$ cat config.mk
export PLATFORM = sky130hd
export DESIGN_NAME = sap_ctrl
export DESIGN_NICKNAME = d
export VERILOG_FILES = /design/src/rtl/sap_pkg.sv /design/src/rtl/sap_ctrl.sv
export SDC_FILE = /design/constraint.sdc
export NUM_CORES = 1
export LEC_CHECK = 0
export BUFFER_PORTS_ARGS = -buffer_cell sky130_fd_sc_hd__buf_2
export CAP_MARGIN = 15
export CORE_AREA = 8 8 45 47
export DETAILED_ROUTE_END_ITERATION = 12
export DIE_AREA = 0 0 53 55
export GPL_TIMING_DRIVEN = 0
export SLEW_MARGIN = 0
export SYNTH_ARGS = -nofsm -noshare
export SYNTH_HDL_FRONTEND = slang
export SYNTH_SLANG_ARGS = --single-unit
$ cat constraint.sdc
create_clock -name i_clk -period 1.55 [get_ports i_clk]
set_input_delay 0.0775 -clock i_clk [delete_from_list [all_inputs] [get_ports i_clk]]
set_output_delay 0.0775 -clock i_clk [all_outputs]
set_load 0.01 [all_outputs]
$ cat src/rtl/sap_pkg.sv
`default_nettype none
// ----------------------------------------------------------------------------
// sap_pkg: shared types and constants
// Payload structs, controller/datapath command and status groups, sizes.
// ----------------------------------------------------------------------------
package sap_pkg;

    localparam int SPECTRUM_BINS = 32768;
    localparam int LINE_PIXELS   = 2048;
    localparam int BIN_W         = $clog2(SPECTRUM_BINS);
    localparam int PIX_W         = $clog2(LINE_PIXELS + 1);
    localparam int SUM_W         = 32;
    localparam int DIV_CNT_W     = $clog2(SUM_W);

    localparam logic [1:0] CFG_AVG_COUNT      = 2'd0;
    localparam logic [1:0] CFG_BINS_PER_PIXEL = 2'd1;
    localparam logic [1:0] CFG_START_BIN      = 2'd2;

    typedef struct packed {
        logic [23:0] bin_power;
        logic        strong_mark;
        logic        blank_frame;
        logic        last_bin;
    } t_in;

    typedef struct packed {
        logic [23:0] pixel_level;
        logic        strong_res;
        logic        blanked;
        logic        last_pixel;
    } t_out;

    typedef struct packed {
        logic [7:0]  avg_count;
        logic [6:0]  bins_per_pixel;
        logic [14:0] start_bin;
    } t_cfg;

    typedef struct packed {
        logic accept;
        logic rmw;
        logic div_step;
        logic pool;
        logic emit;
        logic finish;
    } t_cmd;

    typedef struct packed {
        logic take;
        logic div_done;
        logic close;
        logic out_free;
    } t_sts;

    typedef enum logic [2:0] {
        S_IDLE,
        S_READ,
        S_DIV,
        S_POOL,
        S_EMIT
    } t_state;

endpackage
`default_nettype wire

$ cat src/rtl/sap_ctrl.sv
`default_nettype none
// ----------------------------------------------------------------------------
// sap_ctrl: sequencing controller
// Steps one bin through read and accumulate; a taken bin goes on to divide and pool, a closing bin to emit.
// ----------------------------------------------------------------------------
module sap_ctrl import sap_pkg::*; (
    input  wire logic i_clk,
    input  wire logic i_rst_n,
    input  wire logic i_in_valid,
    input  wire t_sts i_sts,
    output logic      o_in_ready,
    output t_cmd      o_cmd
);

    t_state r_state, n_state;

    always_ff @(posedge i_clk) begin
        if (!i_rst_n) begin
            r_state <= S_IDLE;
        end else begin
            r_state <= n_state;
        end
    end

    always_comb begin
        n_state    = r_state;
        o_cmd      = '0;
        o_in_ready = 1'b0;
        case (r_state)
            S_IDLE: begin
                o_in_ready = 1'b1;
                if (i_in_valid) begin
                    o_cmd.accept = 1'b1;
                    n_state      = S_READ;
                end
            end
            S_READ: begin
                o_cmd.rmw = 1'b1;
                if (i_sts.take) begin
                    n_state = S_DIV;
                end else begin
                    o_cmd.finish = 1'b1;
                    n_state      = S_IDLE;
                end
            end
            S_DIV: begin
                o_cmd.div_step = 1'b1;
                if (i_sts.div_done) n_state = S_POOL;
            end
            S_POOL: begin
                o_cmd.pool = 1'b1;
                if (i_sts.close) begin
                    n_state = S_EMIT;
                end else begin
                    o_cmd.finish = 1'b1;
                    n_state      = S_IDLE;
                end
            end
            S_EMIT: begin
                if (i_sts.out_free) begin
                    o_cmd.emit   = 1'b1;
                    o_cmd.finish = 1'b1;
                    n_state      = S_IDLE;
                end
            end
            default: n_state = S_IDLE;
        endcase
    end

endmodule
`default_nettype wire

==> results of run 1 <==
==> placed cells by master (no fill, tap or decap) <==
master	netlist	layout
nand4b_1	1	1
nor3b_1	1	1
nor4b_1	1	1
nor3_1	1	1
clkbuf_1	1	2
buf_6	1	1
buf_2	1	14
a211oi_1	1	1
and2_1	1	1
clkbuf_4	0	3
or4b_1	1	1
dfxtp_1	3	3
nand3b_1	1	1
and3_1	1	1
inv_1	2	2
nand2b_1	1	1
mux2i_1	2	2
nor4_1	1	1
a221oi_2	1	1
nor2_1	1	1
a31o_2	1	1
nor4bb_1	1	1
==> per-stage QoR <==
step                utilization, %  worst slack [ps]  power [W]  hold slack (ps)  cells
floorplan                        -             372.2  0.0001160            240.8     25
global placement             22.42             314.3  0.0001380            368.7     54
detailed placement           22.42             307.3  0.0001387            367.4     54
CTS                          24.32             162.6  0.0002809            118.6     58
global route                 24.32             59.51  0.0002944            133.0     58
finish                       24.32             177.5  0.0002747            128.9     58
==> routing by layer <==
| layer | vias up | track usage (%) | part of all wire [%] |
|---|---|---|---|
| met5 | - | 0 | 0 |
| met2 | 8 | 7.813 | 49 |
| met3 | 0 | 1.872 | 3.0 |
| li1 | 126 | - | - |
| met1 | 114 | 4.711 | 48 |
| met4 | 0 | 7.759 | 0 |
==> cell type report <==
cell class,instances,area [um2],share of cell area [%]
Clock buffer,4,26.28,7.807
Multi-Input combinational cell,17,137.6,40.89
Inverter,2,7.507,2.230
Sequential cell,3,60.06,17.84
Timing Repair Buffer,13,65.06,19.33
Tap cell,16,20.02,5.948
Buffer,3,20.02,5.948
==> cells by family after synthesis <==
logic type / Yosys count / synth area share (%)
mux: 2 / 8.889
buf+inv: 5 / 12.22
flops: 3 / 26.67
simple gates: 12 / 38.34
compound gates: 3 / 13.89
==> power by group <==
group	leakage (nW)	internal (W)	switching, W
logic	0.109	0.0000255	0.0000283
clock network	0.0150	0.0000965	0.0000415
registers	0.0245	0.0000810	0.00000190
==> final timing paths <==
kind,to,depth (start not counted),slack (ps)
setup / recovery,o_cmd[3],4,180
hold / removal,r_state[2],3,130
setup reg to reg,r_state[2],3,300
hold reg to reg,r_state[1],2,540
==> worst max-delay path, delay by kind of cell (launching register included) <==
kind	cells	cell delay, ps
buffers and inverters	2	440
flip-flops	1	330
AND/OR/NAND/NOR	2	300
==> flow_summary.yaml, run 1 <==
layout:
  layout-drive-gt1-share_pct: 47.62
  fin_area_um2: 336.6
  regMostFlops: "r_state"
  finalNetCount: 50
  n_fill_cell: 159
  flip_flop_count_of_the_largest_register_after_layout: 3
  biggestRegsByFlops: "r_state (3)"
  antenna_fix_cells: 0
  syn2layout_area_growth_pct: 49.44
pwr:
  power_per_cell_area_nw_per_um2: 816.3
  static-leakage-power_nw: 0.1484
  irDropWorstVdd_mv: 0.2219
place:
  gp_congestion: 0.6922
  dpl.hpwl_um: 512.9
  postPlaceCellArea_um2: 310.3
  port_buffers: 13
synth:
  post-synth-top-area-cell: "dfxtp_1"
  synth_ff_type: "dfxtp_1"
  postSynthAreaPerCell_um2: 9.009
  synth_top_area_share_pct: 26.67
  synthesis.nets: 32
  synth.distinct_cells: 21
  yosys.cell_count.top_type: "dfxtp_1"
  syn_area_um2: 225.2
  number_of_synthesized_flops_with_an_enable_pin: 0
  yosys_warnings: 0
  synth.top_cells.by_area: "dfxtp_1 27%, mux2i_1 8.9%, a221oi_2 6.7%, buf_6 5.0%, nor4bb_1 4.4%"
  synthesis.instances: 25
  ys_ff_latch: 3
  netlist_top_cells_count: "3 x dfxtp_1, 2 x inv_1, 2 x mux2i_1"
  yosysSeqAreaShare_pct: 26.67
  async_reset_ff_share_pct: 0
route:
  num_vias: 248
  wl_final_um: 661
  remaining_drc_errors: 0
  drt_iter0_drc: 2
  mean_routed_wirelength_per_cell_um: 11.40
  ant_nets: 0
  detail_route.first_pass.iterations: 2
  average_vias_per_placed_instance: 4.276
critical_path:
  worst_r2r_startpoint: "r_state[2]"
  cp.required_ps: 1470
  cp_cell_sequence: "clkbuf_1, nor2_1, and2_1, buf_2"
  worstPathArrival_ps: 1300
  critPathLaunchType: "flop"
  slowest_delay_ps: 330
  cp_max_fo: 10
  critical-path-slowest-cell: "dfxtp_1"
  setup.worst_path.end_class: "output pin"
  worst-setup-path-type: "flop to output pin"
  critical_path.startpoint: "r_state[0]"
grt:
  grt_pass1_vias: 267
  grt_pass1_wl_um: 1041
  grt_antenna_before_repair: 0
  grt_start_max_net_pins: 11
  grt_overflow: 0
  grt_usage_pct: 5.246
timing:
  hold_violations: 0
  grt_setup_unrepaired: "false"
  worst-slew-pin-transition_ps: 362.3
  report.final.slew_viol_count: 0
  slew_headroom_pct: 75.52
  clock.fmax_ghz: 0.7286
  finClkSkew_ps: 0.8445
  timing.final.setup_violations: 0
  layout_worst_path_cycle_share_pct: 88.55
  fin_tns_setup_ps: 0
  post-route-min-period_ps: 1373
floorplanning:
  fp.dieArea_um2: 2915
  chipHeight_um: 55
  fp-row-count: 14
  floorplan.io_pins: 14
  starting_density_of_the_core_pct: 16.27
  die_w_um: 53
  core_area_um2: 1384
outcome:
  result_of_the_run: "finished clean"
run:
  max_cap_viol_count: 0
cts:
  path_clk_slew_ps: 40
  cts.repair.resized: 0
  cts.htree.levels: 1
  ctsHoldBuffers: 0
  cts_inserted_buffers: 3
  clock_sink_count: 3
  post-cts-setup-buffer-count: 0
  clock_tree.buffer_depth: 2
  clkLatencyLatePin_ps: 230
  clk_root_buffer_cell: "clkbuf_4"
  cts_tree: "built"
hold_path:
  worstHoldPathType: "input pin to flop"
  worstHoldStart: "i_rst_n"
Note: power is estimated with default switching activity, not from simulation.
==> inputs of run 2 (changes only) <==
--- a/config.mk
+++ b/config.mk
@@ -5,11 +5,12 @@
 export SDC_FILE = /design/constraint.sdc
 export NUM_CORES = 1
 export LEC_CHECK = 0
-export BUFFER_PORTS_ARGS = -buffer_cell sky130_fd_sc_hd__buf_2
 export CAP_MARGIN = 15
 export CORE_AREA = 8 8 45 47
 export DETAILED_ROUTE_END_ITERATION = 12
 export DIE_AREA = 0 0 53 55
+export DONT_BUFFER_PORTS = 1
+export GPL_ROUTABILITY_DRIVEN = 0
 export GPL_TIMING_DRIVEN = 0
 export SLEW_MARGIN = 0
 export SYNTH_ARGS = -nofsm -noshare
==> run 2 against run 1 <==
Effect of this change: critical path type unchanged; critical endpoint is now o_cmd[0]; clock skew is 0.83 ps higher; register-to-register slack about the same; clock power hardly changed; worst hold slack got worse by 96 ps; final cell count fell by 22%.
==> flow_summary.yaml, run 2 (synthesis gave the netlist of run 1 again) <==
critical_path:
  critical-path-slowest-cell: "nor4bb_2"
  setup.worst_path.end_class: "output pin"
  cp_max_fo: 10
  critPathLaunchType: "flop"
  cp_cell_sequence: "buf_6, nor4bb_2, a31o_2"
  worstPathArrival_ps: 1310
  worst_r2r_startpoint: "r_state[2]"
  crit-reg2reg-capture: "r_state[2]"
  cp.required_ps: 1470
  worst-r2r-cell-count: 3
  r2r_slack_ps: 300
  worst-setup-path-type: "flop to output pin"
  slowest_delay_ps: 410
layout:
  regMostFlops: "r_state"
  syn2layout_area_growth_pct: 28.33
  antenna_fix_cells: 0
  n_fill_cell: 160
  finalNetCount: 37
  final-seq-area_um2: 60.06
  layout-drive-gt1-share_pct: 34.48
  biggestRegsByFlops: "r_state (3)"
  fin_area_um2: 289.0
  flip_flop_count_of_the_largest_register_after_layout: 3
  utilization_pct: 20.89
  finalNonFillerCells: 45
  mostFrequentLayoutCells: "3 x clkbuf_4, 3 x dfxtp_1, 2 x clkbuf_1, 2 x inv_1, 2 x mux2i_1"
  multi_input_area_um2: 155.1
floorplanning:
  fp.dieArea_um2: 2915
  fp-row-count: 14
  core_area_um2: 1384
  starting_density_of_the_core_pct: 16.27
  chipHeight_um: 55
  floorplan.io_pins: 14
  die_w_um: 53
cts:
  cts.htree.levels: 1
  clkLatencyLatePin_ps: 230
  post-cts-setup-buffer-count: 0
  clk_root_buffer_cell: "clkbuf_4"
  cts_tree: "built"
  cts_inserted_buffers: 3
  clock_tree.buffer_depth: 2
  path_clk_slew_ps: 30
  ctsHoldBuffers: 0
  clock_sink_count: 3
place:
  post-place-ws_ps: 202.7
  port_buffers: 0
  postPlaceCellArea_um2: 245.2
  numPlacedInstances: 41
  dpl.hpwl_um: 511.7
pwr:
  pwr-share-clk_pct: 52.3
  p_int_w: 0.0001932
  irDropWorstVdd_mv: 0.1526
  power_switching_share_pct: 25.87
  p_switching_w: 0.00006744
  power_frac_comb_pct: 15.6
  power_per_cell_area_nw_per_um2: 901.8
  power.share.sequential_pct: 32.1
  static-leakage-power_nw: 0.09733
route:
  average_vias_per_placed_instance: 4.622
  ant_nets: 0
  wl_final_um: 669
  remaining_drc_errors: 0
  detail_route.first_pass.iterations: 4
  drt_iter0_drc: 1
  mean_routed_wirelength_per_cell_um: 14.87
  num_vias: 208
timing:
  report.final.slew_viol_count: 0
  clock.fmax_ghz: 0.7224
  fin_tns_setup_ps: 0
  slew_headroom_pct: 68.26
  timing.final.setup_violations: 0
  worst-slew-pin-transition_ps: 469.4
  finClkSkew_ps: 1.677
  worst_slack_ps: 165.8
  post-route-min-period_ps: 1384
  hold_violations: 0
  grt_setup_unrepaired: "false"
  layout_worst_path_cycle_share_pct: 89.31
grt:
  grt_overflow: 0
  global_route.usage.met2_pct: 7.617
  grt_pass1_wl_um: 1090
  top_usage_layer: "met2"
  grt.met1_usage_pct: 5.311
  grt_util_met3_pct: 3.476
  grt_usage_pct: 5.571
  grt_pass1_vias: 221
  grt_start_max_net_pins: 11
  grt_antenna_before_repair: 0
hold_path:
  worstHoldPathType: "input pin to flop"
  holdPathEnd: "r_state[2]"
  worstHoldStart: "i_rst_n"
  hold_depth: 2
run:
  max_cap_viol_count: 0
outcome:
  result_of_the_run: "finished clean"
[run 2: changes by cell type in the layout (fill, tap and decap cells not counted), sizes merged]
cell | previous run | this run
buf | 15 | 2
[run 2: how the worst max path moves through the flow]
stage	start	cells past startpoint	endpoint	slack, ps
finish	r_state[2]	3	o_cmd[0]	170
global route	r_state[2]	3	o_cmd[0]	50
CTS	r_state[0]	2	o_cmd[5]	90
detailed placement	r_state[2]	3	o_cmd[0]	200
global placement	r_state[2]	3	o_cmd[0]	200
floorplan	r_state[2]	3	o_cmd[0]	370
[run 2: cell type report]
cell class,count,area share [%]
Clock buffer,4,9.091
Tap cell,16,6.926
Sequential cell,3,20.78
Multi-Input combinational cell,17,53.68
Inverter,2,2.597
Buffer,3,6.926
[run 2: what timing repair did]
item	CTS	global route
endpoints found under the setup margin	1	2
pin swaps	0	0
gates resized for setup	1	2
[run 2: per-stage QoR]
stage	total power, W	hold slack, ps
floorplan	0.0001160	240.8
global placement	0.0001218	260.4
detailed placement	0.0001228	265.7
CTS	0.0002661	19.15
global route	0.0002897	26.80
finish	0.0002607	33.01
[run 2: critical path: cells and delay by family (launching register included)]
family	cells	cell delay (ps)
AND/OR/NAND/NOR	1	410
AO/OA/AOI/OAI	1	220
flip-flops	1	310
buffers and inverters	1	130
[run 2: power groups by stage]
stage / registers [W] / clock network (W) / logic [W]
floorplan: 0.0000838 / 0 / 0.0000323
global placement: 0.0000840 / 0 / 0.0000378
detailed placement: 0.0000842 / 0 / 0.0000386
CTS: 0.0000836 / 0.000144 / 0.0000390
global route: 0.0000839 / 0.000161 / 0.0000450
finish: 0.0000836 / 0.000136 / 0.0000406
[run 2: layer usage]
layer | vias up | share of wire [%]
met4 | 0 | 2.4
met1 | 94 | 43
met3 | 2 | 11
met5 | - | 0
met2 | 10 | 43
li1 | 102 | -
